`src/sv/pfav_pkg.sv`:
```
// Shared types and constants for the polygon face area vector block.
package pfav_pkg;

    localparam int COORD_W      = 24;
    localparam int IN_W         = 24;
    localparam int ACC_W        = 56;
    localparam int SUM_W        = 58;
    localparam int PROD_W       = 2 * IN_W;
    localparam int MAX_VERTICES = 64;
    localparam int CNT_W        = $clog2(MAX_VERTICES + 1);
    localparam int HALF_W       = ACC_W / 2;
    localparam int SQ_W         = 2 * ACC_W;
    localparam int REM_W        = ACC_W + 2;
    localparam int EDGE_SHIFT   = 13;

    // Dimension register codes
    localparam logic [1:0] DIM_2D = 2'd2;
    localparam logic [1:0] DIM_3D = 2'd3;
    localparam logic [1:0] DIM_RESET = DIM_3D;

    typedef logic signed [IN_W-1:0]   t_coord;
    typedef logic signed [ACC_W-1:0]  t_acc;
    typedef logic signed [PROD_W-1:0] t_prod;

    // One finished face handed from the front to the back
    typedef struct packed {
        t_acc area_x;
        t_acc area_y;
        t_acc area_z;
        t_acc norm_z;
        logic bad_dim;
        logic sat;
    } t_face;

    // Take the low COORD_W bits of a field as a signed coordinate
    function automatic t_coord coord_of(input logic [IN_W-1:0] raw);
        logic signed [COORD_W-1:0] c;
        c = signed'(raw[COORD_W-1:0]);
        return t_coord'(c);
    endfunction

endpackage

```
`src/sv/pfav_back.sv`:
```
// Back end: sum of squares over a shared multiplier, bit-serial square root.
module pfav_back (
    input  logic            i_clk,
    input  logic            i_rst_n,
    input  logic            i_face_empty,
    input  pfav_pkg::t_face i_face,
    output logic            o_face_pop,
    output logic            empty,
    input  logic            pop,
    output logic [55:0]     o_area_x,
    output logic [55:0]     o_area_y,
    output logic [55:0]     o_area_z,
    output logic [55:0]     o_area_norm,
    output logic            o_bad_dimension,
    output logic            o_saturated
);
    import pfav_pkg::*;

    localparam logic [1:0] B_IDLE = 2'd0;
    localparam logic [1:0] B_SQ   = 2'd1;
    localparam logic [1:0] B_ROOT = 2'd2;
    localparam logic [1:0] B_HOLD = 2'd3;

    localparam logic [1:0] P_LL = 2'd0;
    localparam logic [1:0] P_LH = 2'd1;
    localparam logic [1:0] P_HH = 2'd2;

    localparam int ROOT_STEPS = ACC_W;

    logic [1:0]          r_state;
    t_face               r_face;
    logic [ACC_W-1:0]    r_mag [3];
    logic [1:0]          r_comp;
    logic [1:0]          r_part;
    logic [3:0]          r_step;
    logic [ACC_W-1:0]    r_prod;
    logic [1:0]          r_pcode;
    logic [SQ_W-1:0]     r_sq;
    logic [REM_W-1:0]    r_rem;
    logic [ACC_W-1:0]    r_root;
    logic [5:0]          r_rcnt;
    logic                r_ovalid;

    logic [ACC_W-1:0]    mag_sel;
    logic [HALF_W-1:0]   op_l;
    logic [HALF_W-1:0]   op_r;
    logic [SQ_W-1:0]     addend;
    logic [REM_W+1:0]    rem2;
    logic [REM_W+1:0]    trial;
    logic                out_free;

    assign o_face_pop = (r_state == B_IDLE) && !i_face_empty;
    assign empty      = !r_ovalid;
    assign out_free   = !r_ovalid || pop;

    // Magnitude of a signed component
    function automatic logic [ACC_W-1:0] mag_of(input t_acc a);
        return a[ACC_W-1] ? ACC_W'(-a) : ACC_W'(a);
    endfunction

    // Select operand halves for the current partial product
    always_comb begin
        mag_sel = r_mag[r_comp];
        case (r_part)
            P_LL: begin
                op_l = mag_sel[HALF_W-1:0];
                op_r = mag_sel[HALF_W-1:0];
            end
            P_LH: begin
                op_l = mag_sel[HALF_W-1:0];
                op_r = mag_sel[ACC_W-1:HALF_W];
            end
            default: begin
                op_l = mag_sel[ACC_W-1:HALF_W];
                op_r = mag_sel[ACC_W-1:HALF_W];
            end
        endcase
    end

    // Align the registered partial product
    always_comb begin
        case (r_pcode)
            P_LL:    addend = SQ_W'(r_prod);
            P_LH:    addend = SQ_W'(r_prod) << (HALF_W + 1);
            default: addend = SQ_W'(r_prod) << ACC_W;
        endcase
    end

    // One root digit
    assign rem2  = {r_rem, r_sq[SQ_W-1:SQ_W-2]};
    assign trial = {2'b00, r_root, 2'b01};

    // Sequence one face through squares, root and output
    always_ff @(posedge i_clk) begin
        if (!i_rst_n) begin
            r_state  <= B_IDLE;
            r_ovalid <= 1'b0;
            r_comp   <= '0;
            r_part   <= '0;
            r_step   <= '0;
            r_rcnt   <= '0;
        end else begin
            // Drop the output transaction once taken, unless a new one replaces it
            if (pop && r_ovalid && !((r_state == B_HOLD) && out_free)) begin
                r_ovalid <= 1'b0;
            end
            case (r_state)
                B_IDLE: begin
                    if (!i_face_empty) begin
                        r_face   <= i_face;
                        r_mag[0] <= mag_of(i_face.area_x);
                        r_mag[1] <= mag_of(i_face.area_y);
                        r_mag[2] <= mag_of(i_face.norm_z);
                        r_comp   <= '0;
                        r_part   <= P_LL;
                        r_step   <= '0;
                        r_sq     <= '0;
                        r_state  <= B_SQ;
                    end
                end
                B_SQ: begin
                    if (r_step != 4'd9) begin
                        r_prod  <= ACC_W'(op_l) * ACC_W'(op_r);
                        r_pcode <= r_part;
                        if (r_part == P_HH) begin
                            r_part <= P_LL;
                            r_comp <= r_comp + 2'd1;
                        end else begin
                            r_part <= r_part + 2'd1;
                        end
                    end
                    if (r_step != 4'd0) begin
                        r_sq <= r_sq + addend;
                    end
                    if (r_step == 4'd9) begin
                        r_rem   <= '0;
                        r_root  <= '0;
                        r_rcnt  <= '0;
                        r_state <= B_ROOT;
                    end else begin
                        r_step <= r_step + 4'd1;
                    end
                end
                B_ROOT: begin
                    if (rem2 >= trial) begin
                        r_rem  <= REM_W'(rem2 - trial);
                        r_root <= {r_root[ACC_W-2:0], 1'b1};
                    end else begin
                        r_rem  <= REM_W'(rem2);
                        r_root <= {r_root[ACC_W-2:0], 1'b0};
                    end
                    r_sq <= r_sq << 2;
                    if (r_rcnt == 6'(ROOT_STEPS - 1)) begin
                        r_state <= B_HOLD;
                    end else begin
                        r_rcnt <= r_rcnt + 6'd1;
                    end
                end
                B_HOLD: begin
                    if (out_free) begin
                        o_area_x        <= r_face.area_x;
                        o_area_y        <= r_face.area_y;
                        o_area_z        <= r_face.area_z;
                        o_area_norm     <= r_root;
                        o_bad_dimension <= r_face.bad_dim;
                        o_saturated     <= r_face.sat;
                        r_ovalid        <= 1'b1;
                        r_state         <= B_IDLE;
                    end
                end
                default: begin
                    r_state <= B_IDLE;
                end
            endcase
        end
    end

endmodule

```
`config.mk`:
```
export PLATFORM = sky130hd
export DESIGN_NAME = pfav_back
export DESIGN_NICKNAME = d
export VERILOG_FILES = /design/src/sv/pfav_pkg.sv /design/src/sv/pfav_back.sv
export SDC_FILE = /design/constraint.sdc
export NUM_CORES = 2
export LEC_CHECK = 0
export BUFFER_PORTS_ARGS = -buffer_cell sky130_fd_sc_hd__buf_2
export CORE_MARGIN = 2
export CORE_UTILIZATION = 45
export CTS_BUF_LIST = sky130_fd_sc_hd__clkbuf_2 sky130_fd_sc_hd__clkbuf_4 sky130_fd_sc_hd__clkbuf_8
export DETAILED_ROUTE_END_ITERATION = 8
export PLACE_DENSITY = 0.77
export SETUP_SLACK_MARGIN = 0.2
export SYNTH_ARGS = -nofsm -noshare
export SYNTH_HDL_FRONTEND = slang
export SYNTH_SLANG_ARGS = --single-unit
```
`constraint.sdc`:
```
create_clock -name i_clk -period 14.1 [get_ports i_clk]
set_input_delay 1.41 -clock i_clk [delete_from_list [all_inputs] [get_ports i_clk]]
set_output_delay 1.41 -clock i_clk [all_outputs]
set_load 0.01 [all_outputs]
```
==> results_dict.tcl <==
set metrics [dict create \
    status "complete, but fails checks" \
    failed_checks "capacitance limit" \
    syn_area_um2 70600 \
    synthCells 6989 \
    antenna_violating_nets_post_route 0 \
    grt_setup_unrepaired "false" \
    max_freq_ghz 0.0984 \
    hold_path_class "reg -> reg" \
    nFillCells 13900 \
    io_buffers 457 \
    synth_edf_count 848 \
    cts_hold_buf 0 \
    antenna_found_initial 44 \
    slew_headroom 0.0125 \
    ys_ff_latch 867 \
    path_common_cell "nor2_1" \
    crit_required_ns 14.69 \
    slowest_delay_ns 1.02 \
    setup_ws_ns 3.93 \
    clk_pin_slew_ns 0.06 \
    dieArea_um2 160000 \
    path_class "reg -> reg" \
    reg2reg_depth 30 \
    slowest_stage "dfxtp_4" \
    place_ws_ns 4.18 \
    hold_viol_final 0 \
    cap_violations 1 \
    grt-ovfl-total 0 \
    die_w_um 400 \
    setup_viol 0 \
    start_util 0.452 \
    holdWs_ns 0.410 \
    dr_total_vias 54600 \
    synth_warnings 0 \
    wl_per_cell_um 23.3 \
    worst_pin_slew_ns 1.45 \
    grt_pass1_wl_um 335000 \
    report.final.slew_viol_count 0 \
    insertion_delay_ns 0.90 \
    post-route-period-util 0.721 \
    gp_congestion 1.03 \
    fin_tns_setup_ns 0 \
    ctsResizeCount 0 \
    synth_top_flop_cell "edfxtp_1" \
    fin_crit_ns 10.17 \
    drt_wl_total_um 223000 \
    num_io_pins 458 \
    grt_usage 0.278 \
    htree_levels 4 \
    drt_first_pass_iters 6 \
    critPathCaptureType "flip-flop" \
    seq_area_um2 25900 \
    grt_start_max_net_pins 169 \
    postSynthAreaPerCell_um2 10.1 \
    worstPathMaxFanout 56 \
    clockBufferDepth 3 \
    row_count 145 \
    drc 0 \
    grt_pass1_vias 55100 \
    synth_cell_type_count 78 \
    fin_nets 8652 \
    ys_seq_area_frac 0.366 \
    hpwl_um 172000 \
    post-cts-setup-buffer-count 0 \
    fin_area_um2 78200 \
    via_per_inst 5.71 \
    syn2layout_area_growth_pct 10.8 \
    multi_input_area_um2 40300 \
    crit_arrival_ns 10.76 \
    layout-drive-gt1-share 0.119 \
    die_y_um 400 \
    start_kind "flip-flop" \
    core_area_um2 156000 \
    synth_fp_nets 8284 \
    clock-sinks 867 \
    dpl-instance-area_um2 75000 \
    skew_ns 0.0733 \
    numCtsBuffers 144 \
    async_flop_share 0 \
    drtIter0Drc 5952 \
    cts_tree "yes" \
    root_buffer "clkbuf_8" \
    whs_path_depth 0 \
]
-- flip-flops by register name, indices dropped and copies added (netlist names), 6 cells and up, named ones only --
signal,count
r_sq,112
r_mag,168
o_area_y,56
r_prod,56
r_rcnt,6
o_area_x,56
r_face,170
o_area_z,56
o_area_norm,56
r_root,56
r_rem,58
-- cell usage in the layout, fill, tap and decap left out, types with 38 or more instances in the layout --
| master | n |
|---|---|
| o21ai_0 | 293 |
| xor2_1 | 85 |
| nor2_1 | 808 |
| fa_1 | 675 |
| a22oi_1 | 51 |
| buf_2 | 457 |
| nand4_1 | 85 |
| nor2b_1 | 59 |
| clkbuf_8 | 145 |
| inv_1 | 914 |
| nand3_1 | 52 |
| and2_1 | 87 |
| ha_1 | 388 |
| o21bai_1 | 56 |
| a22o_1 | 38 |
| mux2i_1 | 139 |
| nor3_1 | 63 |
| a21o_1 | 97 |
| buf_4 | 73 |
| edfxtp_1 | 848 |
| a21oi_1 | 355 |
| nand2_1 | 744 |
| o31ai_1 | 65 |
| xnor2_1 | 289 |
-- through the flow --
step,utilization,std cells
6_report,0.501,9559
3_3_place_gp,0.481,9269
2_1_floorplan,-,6989
3_5_place_dp,0.481,9269
4_1_cts,0.501,9533
5_1_grt,0.501,9548
-- area by class of cell --
class,count,area share
Antenna cell,26,0.000832
Clock inverter,85,0.0108
Tap cell,2058,0.0329
Multi-Input combinational cell,4896,0.515
Sequential cell,867,0.331
Timing Repair Buffer,532,0.0368
Inverter,916,0.0440
Clock buffer,179,0.0288
-- path summary, 6_finish.rpt --
kind	startpoint	end	slack, ns
setup / recovery	flip-flop	r_prod[54]	3.93
hold / removal	r_face[206]	o_area_x[36]	0.41
setup reg to reg	flip-flop	r_prod[54]	3.93
hold reg to reg	r_face[206]	o_area_x[36]	0.41
-- cells by family (layout without fill, tap and decap cells) --
| group | count (synthesis) | after routing | synth area share |
|---|---|---|---|
| compound gates | 1162 | 1162 | 0.103 |
| xor+xnor | 374 | 374 | 0.0464 |
| fa+ha+maj | 1065 | 1065 | 0.261 |
| buf+inv | 1226 | 1712 | 0.0653 |
| flops | 867 | 867 | 0.366 |
| mux | 185 | 185 | 0.0267 |
| other cells | 0 | 26 | 0 |
| simple gates | 2110 | 2110 | 0.132 |
-- critical path, delay by kind of cell, from the launching register on --
| family | cells | cell delay (ns) |
|---|---|---|
| AO/OA/AOI/OAI | 7 | 2.42 |
| AND/OR/NAND/NOR | 8 | 2.04 |
| multiplexers | 1 | 0.31 |
| adder cells (fa/ha/maj) | 8 | 3.53 |
| XOR/XNOR | 1 | 0.09 |
| flip-flops | 1 | 1.02 |
| buffers and inverters | 5 | 0.40 |
-- Yosys cell counts (all sizes together) (19+ instances only) --
library cell  number  area, um2
inv              914       3430
mux2i            157       1570
nor3              65        325
a31oi             24        150
mux2              28        315
a21o              97        728
or4               32        253
o41ai             30        263
or3               44        322
nand2            745       2800
o21a              26        195
fa               675      13500
nand2b            30        188
a21oi            355       1780
or2               35        219
dfxtp             19        380
nor2             817       3070
xnor2            289       2530
clkbuf           280       1050
and2              90        563
nand3             52        260
ha               390       4880
nor2b             59        369
nor4              19        119
buf               30        120
edfxtp           848      25500
xor2              85        744
o21ai            295       1480
nand4             85        532
a22o              38        333
o31ai             66        509
a22oi             51        383
o21bai            56        420
-- layer usage --
metal  up-vias  share of wire  wire length [um]  track usage
met3       591           0.10             22400       0.0658
met1     26900           0.39             87700        0.363
met2      2809           0.45            101000        0.438
met5         -        0.00042                93            0
li1      24300              -                 -            -
met4        16          0.053             11700        0.132
Power is not shown: default switching activity piles up to over one toggle a cycle in this logic, so the estimate is an artifact.
