<file path="config.mk">
export PLATFORM = sky130hd
export DESIGN_NAME = pfav_fifo
export DESIGN_NICKNAME = d
export VERILOG_FILES = /design/src/sv/pfav_pkg.sv /design/src/sv/pfav_fifo.sv
export SDC_FILE = /design/constraint.sdc
export NUM_CORES = 1
export LEC_CHECK = 0
export ABC_AREA = 1
export BUFFER_PORTS_ARGS = -buffer_cell sky130_fd_sc_hd__buf_4
export CAP_MARGIN = 20
export CELL_PAD_IN_SITES_DETAIL_PLACEMENT = 0
export CELL_PAD_IN_SITES_GLOBAL_PLACEMENT = 1
export CORE_ASPECT_RATIO = 1.5
export CORE_MARGIN = 2
export CORE_UTILIZATION = 40
export DETAILED_ROUTE_END_ITERATION = 16
export PLACE_DENSITY = 0.76
export SLEW_MARGIN = 20
export SYNTH_ARGS = -nofsm -noshare
export SYNTH_HDL_FRONTEND = slang
export SYNTH_SLANG_ARGS = --single-unit
export TNS_END_PERCENT = 100
</file>
<file path="constraint.sdc">
create_clock -name i_clk -period 37.4 [get_ports i_clk]
set_clock_uncertainty 0.2 [all_clocks]
set_input_delay 3.74 -clock i_clk [delete_from_list [all_inputs] [get_ports i_clk]]
set_output_delay 3.74 -clock i_clk [all_outputs]
set_load 0.05 [all_outputs]
</file>
<file path="src/sv/pfav_pkg.sv">
// Shared types and constants for the polygon face area vector block.
package pfav_pkg;

    localparam int COORD_W      = 24;
    localparam int IN_W         = 24;
    localparam int ACC_W        = 56;
    localparam int SUM_W        = 58;
    localparam int PROD_W       = 2 * IN_W;
    localparam int MAX_VERTICES = 64;
    localparam int CNT_W        = $clog2(MAX_VERTICES + 1);
    localparam int HALF_W       = ACC_W / 2;
    localparam int SQ_W         = 2 * ACC_W;
    localparam int REM_W        = ACC_W + 2;
    localparam int EDGE_SHIFT   = 13;

    // Dimension register codes
    localparam logic [1:0] DIM_2D = 2'd2;
    localparam logic [1:0] DIM_3D = 2'd3;
    localparam logic [1:0] DIM_RESET = DIM_3D;

    typedef logic signed [IN_W-1:0]   t_coord;
    typedef logic signed [ACC_W-1:0]  t_acc;
    typedef logic signed [PROD_W-1:0] t_prod;

    // One finished face handed from the front to the back
    typedef struct packed {
        t_acc area_x;
        t_acc area_y;
        t_acc area_z;
        t_acc norm_z;
        logic bad_dim;
        logic sat;
    } t_face;

    // Take the low COORD_W bits of a field as a signed coordinate
    function automatic t_coord coord_of(input logic [IN_W-1:0] raw);
        logic signed [COORD_W-1:0] c;
        c = signed'(raw[COORD_W-1:0]);
        return t_coord'(c);
    endfunction

endpackage

</file>
<file path="src/sv/pfav_fifo.sv">
// Two-entry queue of finished faces between the front and the back.
module pfav_fifo (
    input  logic            i_clk,
    input  logic            i_rst_n,
    input  logic            i_push,
    input  pfav_pkg::t_face i_data,
    output logic            o_full,
    input  logic            i_pop,
    output pfav_pkg::t_face o_data,
    output logic            o_empty
);
    import pfav_pkg::*;

    t_face      r_mem [2];
    logic       r_wr;
    logic       r_rd;
    logic [1:0] r_count;
    logic       do_push;
    logic       do_pop;

    assign o_full  = (r_count == 2'd2);
    assign o_empty = (r_count == 2'd0);
    assign do_push = i_push && !o_full;
    assign do_pop  = i_pop && !o_empty;
    assign o_data  = r_mem[r_rd];

    // Hold entries
    always_ff @(posedge i_clk) begin
        if (do_push) begin
            r_mem[r_wr] <= i_data;
        end
    end

    // Advance pointers and count
    always_ff @(posedge i_clk) begin
        if (!i_rst_n) begin
            r_wr    <= 1'b0;
            r_rd    <= 1'b0;
            r_count <= 2'd0;
        end else begin
            if (do_push) begin
                r_wr <= !r_wr;
            end
            if (do_pop) begin
                r_rd <= !r_rd;
            end
            if (do_push && !do_pop) begin
                r_count <= r_count + 2'd1;
            end else if (do_pop && !do_push) begin
                r_count <= r_count - 2'd1;
            end
        end
    end

endmodule

</file>
==> impl_summary.md, run 1 <==
Status
The run finished with clean final reports.

Min path
The worst hold path terminates at r_rd. In this run the worst hold path is classified as reg2reg. The startpoint identified for the worst hold timing path is r_rd. The worst hold path was traced through 2 stages.

Clocking
The setup fix buffers added after clock tree synthesis is 0. The CTS buffer count is 42. The clock drives 457 sinks.

Counting along the longest clock path gives a buffer depth of 3. Clock-pin slew was measured on the worst setup and hold paths at roughly 0.060 ns. The post-cts hold buffer count is 0.

In this run, post-CTS repair resized a total of 0 instances. The H-tree was split into 2 levels. At the later pin of the worst-skew pair, clock insertion delay measures about 0.53 ns.

CTS placed an instance of sky130_fd_sc_hd__clkbuf_16 at the clock tree root. TritonCTS built the clock tree.

STA
For the pin with the worst max-slew slack, the measured transition is 1.053 ns. The maximum clock frequency is between 100 and 150 MHz. Of the available clock period, the critical path in the final layout requires about a fifth.

The number of hold violations in the final report is 0. The worst pin sits at a relative slew slack of just under 30%. Setup repair after global routing left no endpoint under its margin. Setup violations remaining at the end of the flow were counted as 0. Counting I/O delays and the setup requirement, the final critical path takes 7.808 ns.

The accumulated negative setup slack is 0 ns. The number of max-slew violations in the final report is 0.

Routing
The initial detailed-routing violation count is 491. The antenna violation net count after detailed routing is 0. Summed over all layers, the routed wires come to 38,400 µm. Summing over every cut layer, the via total after detailed routing is ~8,500. After detailed routing, the average wire length per cell comes to 21.07 µm.

After detailed routing, the number of remaining DRC violations is 0. The first TritonRoute pass finished after 6 iterations. The via-per-instance ratio is ~4.7.

Cells and area
In the final layout, the share of cells above drive strength 1 is a little under 60%. The library cells used most frequently in the layout, excluding fill and tap cells, are 466 x sky130_fd_sc_hd__buf_4, 452 x sky130_fd_sc_hd__edfxtp_1, 140 x sky130_fd_sc_hd__mux2_4. The net count reported at finish is ~1,500. The signed area change from the synthesized netlist to the final layout is 30.61%. Excluding fillers, the count of instances in the completed layout stands at approximately 1,800. The filler cells instantiated in the layout total 3,420. The most common cell after layout, fill and taps aside is sky130_fd_sc_hd__buf_4.

Synth
A synthesized cell averages approximately 23 µm². The share of the Yosys chip area taken by registers is about 80%. The total number of yosys warnings is 0. In this run, distinct cell masters in the synthesized netlist total 14.

Synthesis produced a netlist whose cell count is 741. The synthesized netlist occupies a cell area of 17,120 µm². Synthesis inferred 457 register bits.

The net count after synthesis is between 900 and 1,000.

Worst setup path
The maximum fanout along the worst path is 64. The delay contributed by the slowest stage of the critical path is 0.93 ns. The element type at the critical path end is an output port. The most frequent cell on the critical path is sky130_fd_sc_hd__buf_4.

The nature of the critical path startpoint is a flip-flop. The number of buffers and inverters on the critical path is 3. Across all register-to-register paths, the minimum setup slack is 33.61 ns.

The number of cell instances on the worst register-to-register path is 4. The cell at the slowest stage of the critical path is sky130_fd_sc_hd__buf_4. The critical path is of the reg2out type. The data arrival time of the worst path is around 3.9 ns. The worst flop-to-flop path startpoint is r_count[0]. At the worst endpoint, the required time is 33.46 ns.

Grouping stages by cell kind, the critical path spends the most delay in buffers and inverters. The reg-to-reg critical path endpoint is r_mem[1][211]. Walking the worst path, the cells encountered are buf_4 -> buf_4 -> mux2_4 -> buf_4.

Place
The wire-length estimate of the detail-placed layout is about 27,000 µm. The number of placed instances with taps included is approximately 1,700. The final weighted congestion of routability-driven global placement is slightly below 0.8. Buffers placed on the I/O ports in this run total 457.

Floorplan
The total number of placement rows is slightly above 90. The initial utilization of the core area, before any placement, comes to between 40% and 50%. The die area is 44,500 µm². The standard cell core area is roughly 42,000 µm².

The number of top-level design ports is ~460. The die boundary height is roughly 260 µm. The die is ~170 µm wide.

Global route
The total overflow left after global routing is 0. The largest net degree at the start of global routing is 78. The initial antenna violation count is 9. The overall routing resource usage is around 16%. The first global-routing pass estimated ~55,000 µm of wire. The number of global-route vias before repair is a little over 9,000.

Pwr
The total power density per cell area is 74.39 nW/µm². The total power draw is roughly 1.7 mW. The maximum vdd ir drop is 0.05732 mV. The leakage power is ~8.5 nW.

Run
Across the run, the number of max-cap violations was 0.
[Yosys cell counts, drive strengths merged]
cell	n	area, µm²
mux2	226	3070
ha	1	12.51
edfxtp	452	13570
inv	9	33.78
nand4	1	6.260
a21oi	1	5.000
dfxtp	5	100.1
nand3	1	5.000
nor2	11	41.29
buf	25	231.5
nand2	6	22.52
o21ai	3	15.01
[where the power goes]
group | internal (mW) | switching (mW)
logic | 0.206 | 0.393
clock network | 0.216 | 0.175
registers | 0.649 | 0.0244
total | 1.07 | 0.592
[cell families after synthesis]
| group | share of synthesized area [%] |
|---|---|
| AOI/OAI and AO/OA | 0.1169 |
| adders and majority gates | 0.07309 |
| buffers and inverters | 1.550 |
| DFF | 79.88 |
| muxes | 17.94 |
| and+or+nand+nor | 0.4386 |
[how the worst max path moves through the flow]
stage | endpoint | slack (ns) | depth (start not counted)
floorplan | r_mem[0][0] | 23.12 | 2
global placement | o_data[103] | 30.16 | 4
detailed placement | o_data[159] | 30.10 | 4
CTS | o_data[159] | 29.49 | 4
global route | o_data[159] | 29.36 | 4
finish | o_data[159] | 29.59 | 4
[worst min-delay path: stages, from the launching register on]
cell,delay [ns]
sky130_fd_sc_hd__dfxtp_1,0.34
sky130_fd_sc_hd__nor2_1,0.06
sky130_fd_sc_hd__nor2_1,0.09
[routing by layer]
| layer | track usage, % | part of all wire [%] | vias to the layer above |
|---|---|---|---|
| met5 | 0 | 0.16 | - |
| met4 | 7.886 | 3.9 | 8 |
| met3 | 5.024 | 7.2 | 88 |
| met2 | 30.70 | 55 | 314 |
| met1 | 16.58 | 34 | 4227 |
| li1 | - | - | 3905 |
[layout make-up]
cell class | instances | area [µm²] | area share, %
multi-input combinational | 250 | 3193 | 14.28
tap | 564 | 705.7 | 3.157
inverter | 9 | 33.78 | 0.1511
timing repair buffer | 466 | 3498 | 15.65
clock inverter | 23 | 136.4 | 0.6101
sequential | 457 | 13680 | 61.18
antenna | 5 | 12.51 | 0.05597
clock buffer | 49 | 1099 | 4.914
[sequential cells by signal, indices dropped and copies added, names as in the netlist, named ones only]
name and flops:
r_rd 1, r_wr 1, r_count 2, r_mem 452
[metrics by stage]
step	worst slack (ns)	util [%]	hold slack (ns)	cell area (µm²)
floorplan	23.12	-	0.2669	17120
global placement	30.16	50.10	0.2824	21110
detailed placement	30.10	50.10	0.2983	21110
CTS	29.49	53.03	0.3184	22340
global route	29.36	53.06	0.3552	22350
finish	29.59	53.06	0.3196	22360
Note: power is estimated with default switching activity, not from simulation.
==> run 2: changes to the inputs <==
- ABC_AREA: 1 -> 0
- PLACE_DENSITY: 0.76 -> 0.75
- clock period: 37.4 -> 7.3 ns (I/O delays scaled with it)
==> run 2 against run 1 <==
Compared with the run above:
- combinational power increased to 5.8 times the previous value
- critical path type unchanged
- clock power increased to 5.4 times the previous value
- first-iteration DRC count is 1.6% lower
- via count is 0.92% lower
- sequential power grew to 5.1 times the previous value
- worst setup slack worse by 26 ns
- global-route usage fell by 0.44 points
- area after synthesis about the same
- power grew to 5.4 times the previous value
==> impl_summary.md, run 2 <==
Status
The run finished with clean final reports.

Place
The post-place instance area came to 21,110 µm² (about the same). The placed wire-length estimate after detailed placement is 25,480 µm (-5.9%). The count of port buffers added during placement is 457 (unchanged). The final weighted congestion of routability-driven global placement was 0.7510 (-2.7%).

Cells and area
The signed area change from the synthesized netlist to the final layout is 31.27%. The cell area after layout is 22,460 µm² (+0.46%). The layout cell share with drive strength beyond 1 came to 61.16% (+1.5 points). In the layout the commonest cells are 462 x sky130_fd_sc_hd__buf_4, 452 x sky130_fd_sc_hd__edfxtp_1, 140 x sky130_fd_sc_hd__mux2_4. In the final layout, the registers with the most flip-flops are r_mem x452, r_count x2. Counting flops per register, the top entry is r_mem. The net count reported at finish came to 1,445 (-0.82%). The area of the multi-input gates came to 3208 µm² (+0.47%).

The most common cell after layout, fill and taps aside is sky130_fd_sc_hd__buf_4. The number of flip-flops in the largest register is 452 (unchanged). The number of filler instances in the final layout was 3,474 (+1.6%). The register area is 13,680 µm² (unchanged).

Worst setup path
The critical path required time is 6.37 ns (-27.09 ns). On the critical path, the stage with the largest delay is an instance of sky130_fd_sc_hd__dfxtp_4. The worst register-to-register path ends at r_mem[0][179]. The setup path with the least slack is of type reg2out. The critical path depth came to 3 (-1).

The most critical setup path has its endpoint at o_data[37]. The worst flop-to-flop path startpoint is r_count[0]. The number of buffers and inverters on the critical path is 2 (-1).

The worst setup slack for register-to-register paths came to 4.18 ns (-29.43 ns). The data arrival time of the worst path is 2.76 ns (-1.11 ns). Walking the worst path, the cells encountered are buf_12 -> mux2_2 -> buf_4. The number of cell instances on the worst register-to-register path is 5 (+1). The delay contributed by the slowest stage of the critical path is 0.75 ns (-0.18 ns). The nature of the critical path startpoint is a flip-flop.

Grouping stages by cell kind, the critical path spends the most delay in buffers and inverters. The element type at the critical path end is an output port. The maximum fanout along the worst path was 117 (+83%).

Synth
The count of distinct cell types in the synthesized netlist came to 21 (+7). The cell type contributing the most total cell area after synthesis is sky130_fd_sc_hd__edfxtp_1. The simple-gate area share of the yosys netlist is 0.3218% (-0.12 points).

The fraction of the mapped netlist area in compound gates came to 0.1901% (+0.073 points). The average cell area after synthesis was 23.50 µm² (+1.7%). sky130_fd_sc_hd__edfxtp_1 is the most common cell in the netlist. By area, the combinational part of the netlist is dominated by multiplexers.

The main flop type after synthesis is sky130_fd_sc_hd__edfxtp_1. The gate count of the mapped netlist is 728 (-1.8%). Ranked by total cell area, the synthesized netlist is headed by sky130_fd_sc_hd__edfxtp_1 79%, sky130_fd_sc_hd__mux2_4 12%, sky130_fd_sc_hd__mux2_2 5.7%. The number of enable flip-flop cells after synthesis is 452 (unchanged). The total number of yosys warnings is 0 (unchanged). The sequential share of the synthesized area is 79.92% (about the same). The xor/xnor cell area share of the yosys netlist is 0.1536% (+0.15 points). The count of state elements after synthesis is 457 (unchanged). The area share of the leading cell type in the synthesized netlist came to 79.33% (about the same). The arithmetic-cell share of the synthesized area counting full adders, half adders and majority gates is 0.07313% (about the same).

The mapped cell area is 17,110 µm² (about the same). The post-synthesis mux area share was 17.95% (about the same). The net count after synthesis is 959 (-1.3%).

The commonest cells after synthesis are 452 x sky130_fd_sc_hd__edfxtp_1, 140 x sky130_fd_sc_hd__mux2_4, 86 x sky130_fd_sc_hd__mux2_2, 17 x sky130_fd_sc_hd__buf_6, 8 x sky130_fd_sc_hd__buf_2. The share of synthesized flip-flops with an asynchronous set or reset is 0% (unchanged).

Floorplan
The die boundary height was 257.3 µm (about the same). The standard cell core area is 42,130 µm² (unchanged). The number of top-level design ports is 458 (unchanged). The die area is 44,480 µm² (about the same). The total number of placement rows came to 92 (unchanged).

The die width came to 172.9 µm (about the same). The initial cell density of the core is 40.61% (about the same).

STA
The worst relative slew slack was 31.02% (+1.2 points). The number of max-slew violations in the final report is 0 (unchanged). The accumulated negative setup slack came to 0 ns (unchanged). The setup-violating endpoint count in the final report was 0 (unchanged). The minimum period implied by the final worst setup slack is between 3 and 4 ns. The actual transition at the worst max-transition pin is 1.035 ns (-0.01863 ns). Based on the critical path, the design can be clocked at up to ~270 MHz. The final clock period utilization by the worst path is 50.53%. The number of hold violations in the final report is 0 (unchanged). Setup repair after global routing left no endpoint under its margin.

Pwr
The switching power total is 3.296 mW (+460%). The leakage power is 8.538 nW (+0.24%). The share of total power in combinational logic is 38.7% (+2.7 points).

The internal power summed over all cells is 5.711 mW (+430%). The total power density per cell area is 401.0 nW/µm² (+440%). The power share of the sequential group is 37.9% (-2.6 points). The total power draw is 9.007 mW (+440%). The switching share of power came to 36.59% (+0.99 points). The portion of total power attributed to the clock network is 23.4% (about the same).

The maximum vdd ir drop is 0.2634 mV (+360%).

Routing
The average detailed-routed wire length per instance is 20.41 µm (-3.1%). The total via count after detailed routing is 8,463 (-0.92%). The sum of routed wire length over all layers is 36,990 µm (-3.7%). The residual DRC count is 0 (unchanged). The total iterations of the first detailed-routing run is 6 (unchanged). The initial detailed-routing violation count is 483 (-1.6%). The via-per-instance ratio is 4.671 (-0.32%). The antenna violation net count after detailed routing is 0 (unchanged).

Clocking
The setup fix buffers added after clock tree synthesis is 0 (unchanged). The post-cts hold buffer count came to 0 (unchanged). The count of H-tree levels built during CTS is 2 (unchanged). TritonCTS built the clock tree. The CTS clock-pin slew for the worst setup and hold paths is 0.06 ns (about the same). The total clock sinks is 457 (unchanged).

The clock latency reported for the late side of the worst-skew pair was 0.54 ns (about the same). The CTS buffer count is 44 (+4.8%). Clock tree synthesis selected as its root buffer the cell sky130_fd_sc_hd__clkbuf_16. The post-cts gate resize count is 0 (unchanged). The number of buffers on the longest clock path is 3 (unchanged).

Global route
The wire length of the first global-routing pass is 54,120 µm (-2.0%). The overall routing resource usage is 16.03% (-0.44 points). The final global-route overflow total is 0 (unchanged). The number of global-route vias before repair is 9,179 (+0.91%). The largest net degree at the start of global routing came to 120 (+54%). The initial antenna violation count is 7 (-2).

Min path
The tightest min-delay check is of the in2reg type.

Run
The max-capacitance violation count is 0 (unchanged).
[run 2: cell count changes after synthesis, moves of 2 or more]
cell,before,now
sky130_fd_sc_hd__and2_1,0,3
sky130_fd_sc_hd__nand2_1,6,0
sky130_fd_sc_hd__xnor2_1,0,2
sky130_fd_sc_hd__o21ai_0,3,1
sky130_fd_sc_hd__inv_1,9,2
sky130_fd_sc_hd__nor2_1,11,2
[run 2: layout make-up]
class	instances	area share (%)
diodes	7	0.07799
flip-flops and latches	457	60.90
inverters	2	0.03343
repair buffers	465	15.67
multi-input cells	244	14.28
clock inverters	23	0.7967
well taps	564	3.142
clock buffers	50	5.098
[run 2: worst min path at each step]
stage                 from       endpoint  slack (ns)  cells past startpoint
2_1_floorplan   r_count[1]     r_count[1]        0.28                      2
3_5_place_dp    r_count[1]     r_count[1]        0.32                      2
5_1_grt        i_data[199]  r_mem[1][199]        0.14                      1
6_report       i_data[142]  r_mem[1][142]        0.17                      1
3_3_place_gp    r_count[1]     r_count[1]        0.30                      2
4_1_cts         i_data[46]   r_mem[1][46]        0.14                      1
[run 2: logic make-up (layout without fill, tap and decap cells)]
family / after synthesis / in the layout
simple gates: 9 / 9
other cells: 0 / 7
flops: 457 / 457
xor+xnor: 3 / 3
buf+inv: 27 / 540
mux: 226 / 226
fa+ha+maj: 1 / 1
compound gates: 5 / 5
[run 2: per-layer routing]
| metal | wire length, µm | global-route usage (%) | vias to the layer above | share of wire (%) |
|---|---|---|---|---|
| met2 | 20920 | 30.56 | 324 | 57 |
| met3 | 2432 | 4.403 | 89 | 6.6 |
| li1 | - | - | 3865 | - |
| met1 | 12090 | 15.70 | 4185 | 33 |
| met5 | 0 | 0 | - | 0 |
| met4 | 1544 | 8.027 | 0 | 4.2 |
[run 2: per-stage QoR]
stage               setup WS [ns]  util, %  hold WS (ns)  std cells
finish                      3.611    53.31        0.1708       1812
global route                3.471    53.31        0.1379       1812
CTS                         3.317    53.26        0.1399       1805
detailed placement          3.876    50.12        0.3250       1732
global placement            3.894    50.12        0.3029       1732
floorplan                  0.4056        -        0.2833        728
[run 2: worst register-to-register path, cell delays in order (launching register included)]
cell and delay (ns):
sky130_fd_sc_hd__dfxtp_1 0.41, sky130_fd_sc_hd__nand2b_1 0.17, sky130_fd_sc_hd__inv_1 0.10, sky130_fd_sc_hd__nor3_4 0.13, sky130_fd_sc_hd__buf_4 0.71, sky130_fd_sc_hd__buf_4 0.96
[run 2: power by group through the flow]
stage | clock network, mW | registers, mW | logic [mW]
CTS | 2.17 | 3.42 | 3.52
finish | 2.11 | 3.41 | 3.48
global route | 2.27 | 3.45 | 3.61
global placement | 0 | 3.45 | 3.51
detailed placement | 0 | 3.47 | 3.52
floorplan | 0 | 3.48 | 2.61
==> run 3: changes to the inputs <==
- ABC_AREA: 0 -> 1
- PLACE_DENSITY: 0.75 -> 0.76
- clock period: 7.3 -> 3.43 ns (I/O delays scaled with it)
==> run 3 against run 2 <==
Compared with the run above:
- hold slack improved by 0.14 ns
- utilization rose by 5.9 points
- global-route usage rose by 2.2 points
- via count rose by 14%
- power rose by 110%
- sequential share of layout area fell by 6.0 points
- flip-flop and latch count did not move
- final cell count rose by 14%
- critical endpoint is now o_data[71]
==> impl_summary.md, run 3 (synthesis results as in run 1) <==
Cells and area
The most common cell after layout, fill and taps aside is sky130_fd_sc_hd__buf_4. The number of flip-flops in the largest register is 452 (unchanged). The count of non-filler cells in the finished layout is 2,062 (+14%).

The number of filler instances in the final layout is 3,126 (-10%). The net count reported at finish is 1,696 (+17%). The area of the multi-input gates was 3204 µm² (-0.12%). The register area is 13,680 µm² (about the same).

The largest registers in the layout are r_mem x452, r_count x2. The cell area after layout is 24,920 µm² (+11%). The most flop-heavy register is r_mem. The layout cell share with drive strength beyond 1 is 50.90% (-10 points). In the layout the commonest cells are 463 x sky130_fd_sc_hd__buf_4, 452 x sky130_fd_sc_hd__edfxtp_1, 229 x sky130_fd_sc_hd__dlygate4sd3_1. The signed area change from the synthesized netlist to the final layout is 45.61%.

Pwr
The total power density per cell area is 748.5 nW/µm² (+87%). The maximum vdd ir drop is 0.5193 mV (+97%). The leakage power is 9.582 nW (+12%).

Clocking
The clock latency reported for the late side of the worst-skew pair is 0.53 ns (about the same). The setup fix buffers added after clock tree synthesis is 0 (unchanged). The clock tree from TritonCTS is built. The post-cts gate resize count came to 0 (unchanged). The count of H-tree levels built during CTS came to 2 (unchanged). Clock tree synthesis selected as its root buffer the cell sky130_fd_sc_hd__clkbuf_16.

The number of buffers on the longest clock path was 3 (unchanged). The CTS clock-pin slew for the worst setup and hold paths was 0.06 ns (about the same). The total clock sinks is 457 (unchanged). The CTS buffer count is 43 (-2.3%).

Place
The count of port buffers added during placement is 457 (unchanged). The final weighted congestion of routability-driven global placement is 0.8144 (+8.4%). The placed wire-length estimate after detailed placement is 27,870 µm (+9.4%).

The number of placed instances with taps included is 1,755 (+1.3%). The post-place instance area came to 21,340 µm² (+1.1%).

STA
The worst relative slew slack was 54.28% (+23 points). The final clock period utilization by the worst path is ~84%. The number of hold violations in the final report is 0 (unchanged).

The maximum clock frequency is approximately 350 MHz. The actual transition at the worst max-transition pin is 0.6858 ns (-0.3489 ns). The setup-violating endpoint count in the final report was 0 (unchanged).

Setup repair after global routing left no endpoint under its margin. The final hold slack was 0.3122 ns (+0.1414 ns). The number of max-slew violations in the final report came to 0 (unchanged). The smallest clock period supported by the final layout is computed as around 2.9 ns.

Global route
The final global-route overflow total came to 0 (unchanged). The largest net degree at the start of global routing is 100 (-17%). The initial antenna violation count came to 6 (-1). The overall routing resource usage is 18.19% (+2.2 points). The number of global-route vias before repair came to 10,670 (+16%).

The wire length of the first global-routing pass is 61,570 µm (+14%).

Floorplan
The total number of placement rows is 92 (unchanged). The die area is 44,500 µm² (about the same). The die boundary height was 257.4 µm (about the same). The standard cell core area was 42,130 µm² (unchanged). The number of top-level design ports is 458 (unchanged). The die width is 172.9 µm (about the same).

The initial cell density of the core is 40.63% (about the same).

Worst setup path
The critical path required time is 2.89 ns (-3.48 ns). The element type at the critical path end is an output port. The class of the most critical setup path is reg2out. The maximum fanout along the worst path is 55 (-53%). The data arrival time of the worst path is 2.33 ns (-0.43 ns). The worst setup path is launched from a flip-flop.

Routing
The antenna violation net count after detailed routing is 0 (unchanged). The residual DRC count was 0 (unchanged). The initial detailed-routing violation count is 432 (-11%).

The average detailed-routed wire length per instance is 20.23 µm (-0.90%). The via-per-instance ratio is 4.668 (about the same). The sum of routed wire length over all layers is 41,710 µm (+13%). The total iterations of the first detailed-routing run is 5 (-1). The total via count after detailed routing is 9,626 (+14%).

Status
The run finished with clean final reports.

Run
The max-capacitance violation count is 0 (unchanged).

Min path
In this run the worst hold path is classified as reg2reg.
==> run 3: changes by cell type in the layout (fill, tap and decap cells not counted), moves of 3 or more <==
cell / previous run / this run
sky130_fd_sc_hd__dlygate4sd3_1: 0 / 229
sky130_fd_sc_hd__buf_12: 2 / 12
sky130_fd_sc_hd__clkinv_2: 13 / 3
sky130_fd_sc_hd__clkbuf_1: 5 / 13
sky130_fd_sc_hd__clkinv_1: 3 / 10
sky130_fd_sc_hd__nor2_1: 2 / 9
sky130_fd_sc_hd__inv_1: 2 / 8
sky130_fd_sc_hd__nand2_1: 0 / 6
sky130_fd_sc_hd__diode_2: 7 / 3
sky130_fd_sc_hd__and2_1: 3 / 0
sky130_fd_sc_hd__dfxtp_1: 4 / 1
sky130_fd_sc_hd__dfxtp_2: 0 / 3
==> run 3: final timing paths <==
path                                 start            end  slack [ns]  cells after the start
worst min-delay path                  r_rd           r_rd        0.31                      2
worst max-delay path             flip-flop     o_data[71]        0.56                      4
worst max register to register  r_count[1]  r_mem[1][145]        1.43                      5
worst min register to register        r_rd           r_rd        0.31                      2
==> run 3: metrics by stage <==
stage                     power, mW  worst slack (ns)  utilization [%]  setup TNS [ns]
final                         18.65            0.5596            59.16               0
after detailed placement      14.18             1.122            50.65               0
after global routing          19.29            0.4576            59.15               0
after global placement        14.11             1.135            50.65               0
after CTS                     18.83            0.5332            59.14               0
after floorplan               12.26            -1.005                -         -450.77
==> run 3: worst max-delay path, stage by stage (launching register included) <==
cell	delay, ns
sky130_fd_sc_hd__dfxtp_4	0.50
sky130_fd_sc_hd__buf_12	0.33
sky130_fd_sc_hd__buf_12	0.28
sky130_fd_sc_hd__mux2_2	0.36
sky130_fd_sc_hd__buf_4	0.19
==> run 3: layout make-up <==
class | count | area share [%]
Timing Repair Buffer | 704 | 24.11
Clock inverter | 17 | 0.4367
Inverter | 9 | 0.1355
Multi-Input combinational cell | 250 | 12.86
Sequential cell | 457 | 54.89
Antenna cell | 3 | 0.03012
Clock buffer | 58 | 4.714
Tap cell | 564 | 2.831
==> run 3: per-layer routing <==
metal	part of all wire, %	up-vias	global-route usage [%]	wire length, µm
met5	0.062	-	0	26
met4	5.0	6	9.675	2104
met3	6.0	113	4.329	2512
met2	55	351	34.29	22840
met1	34	4775	18.36	14230
li1	-	4381	-	-
==> run 3: timing repair <==
action | CTS | global route
endpoints found under the hold margin | 457 | 0
hold buffers | 229 | 0
setup endpoints to repair | 0 | 0
==> run 3: where the power goes <==
group	internal, mW	switching (mW)	total (mW)
clock network	2.47	1.91	4.39
logic	2.51	4.47	6.98
registers	7.06	0.224	7.29
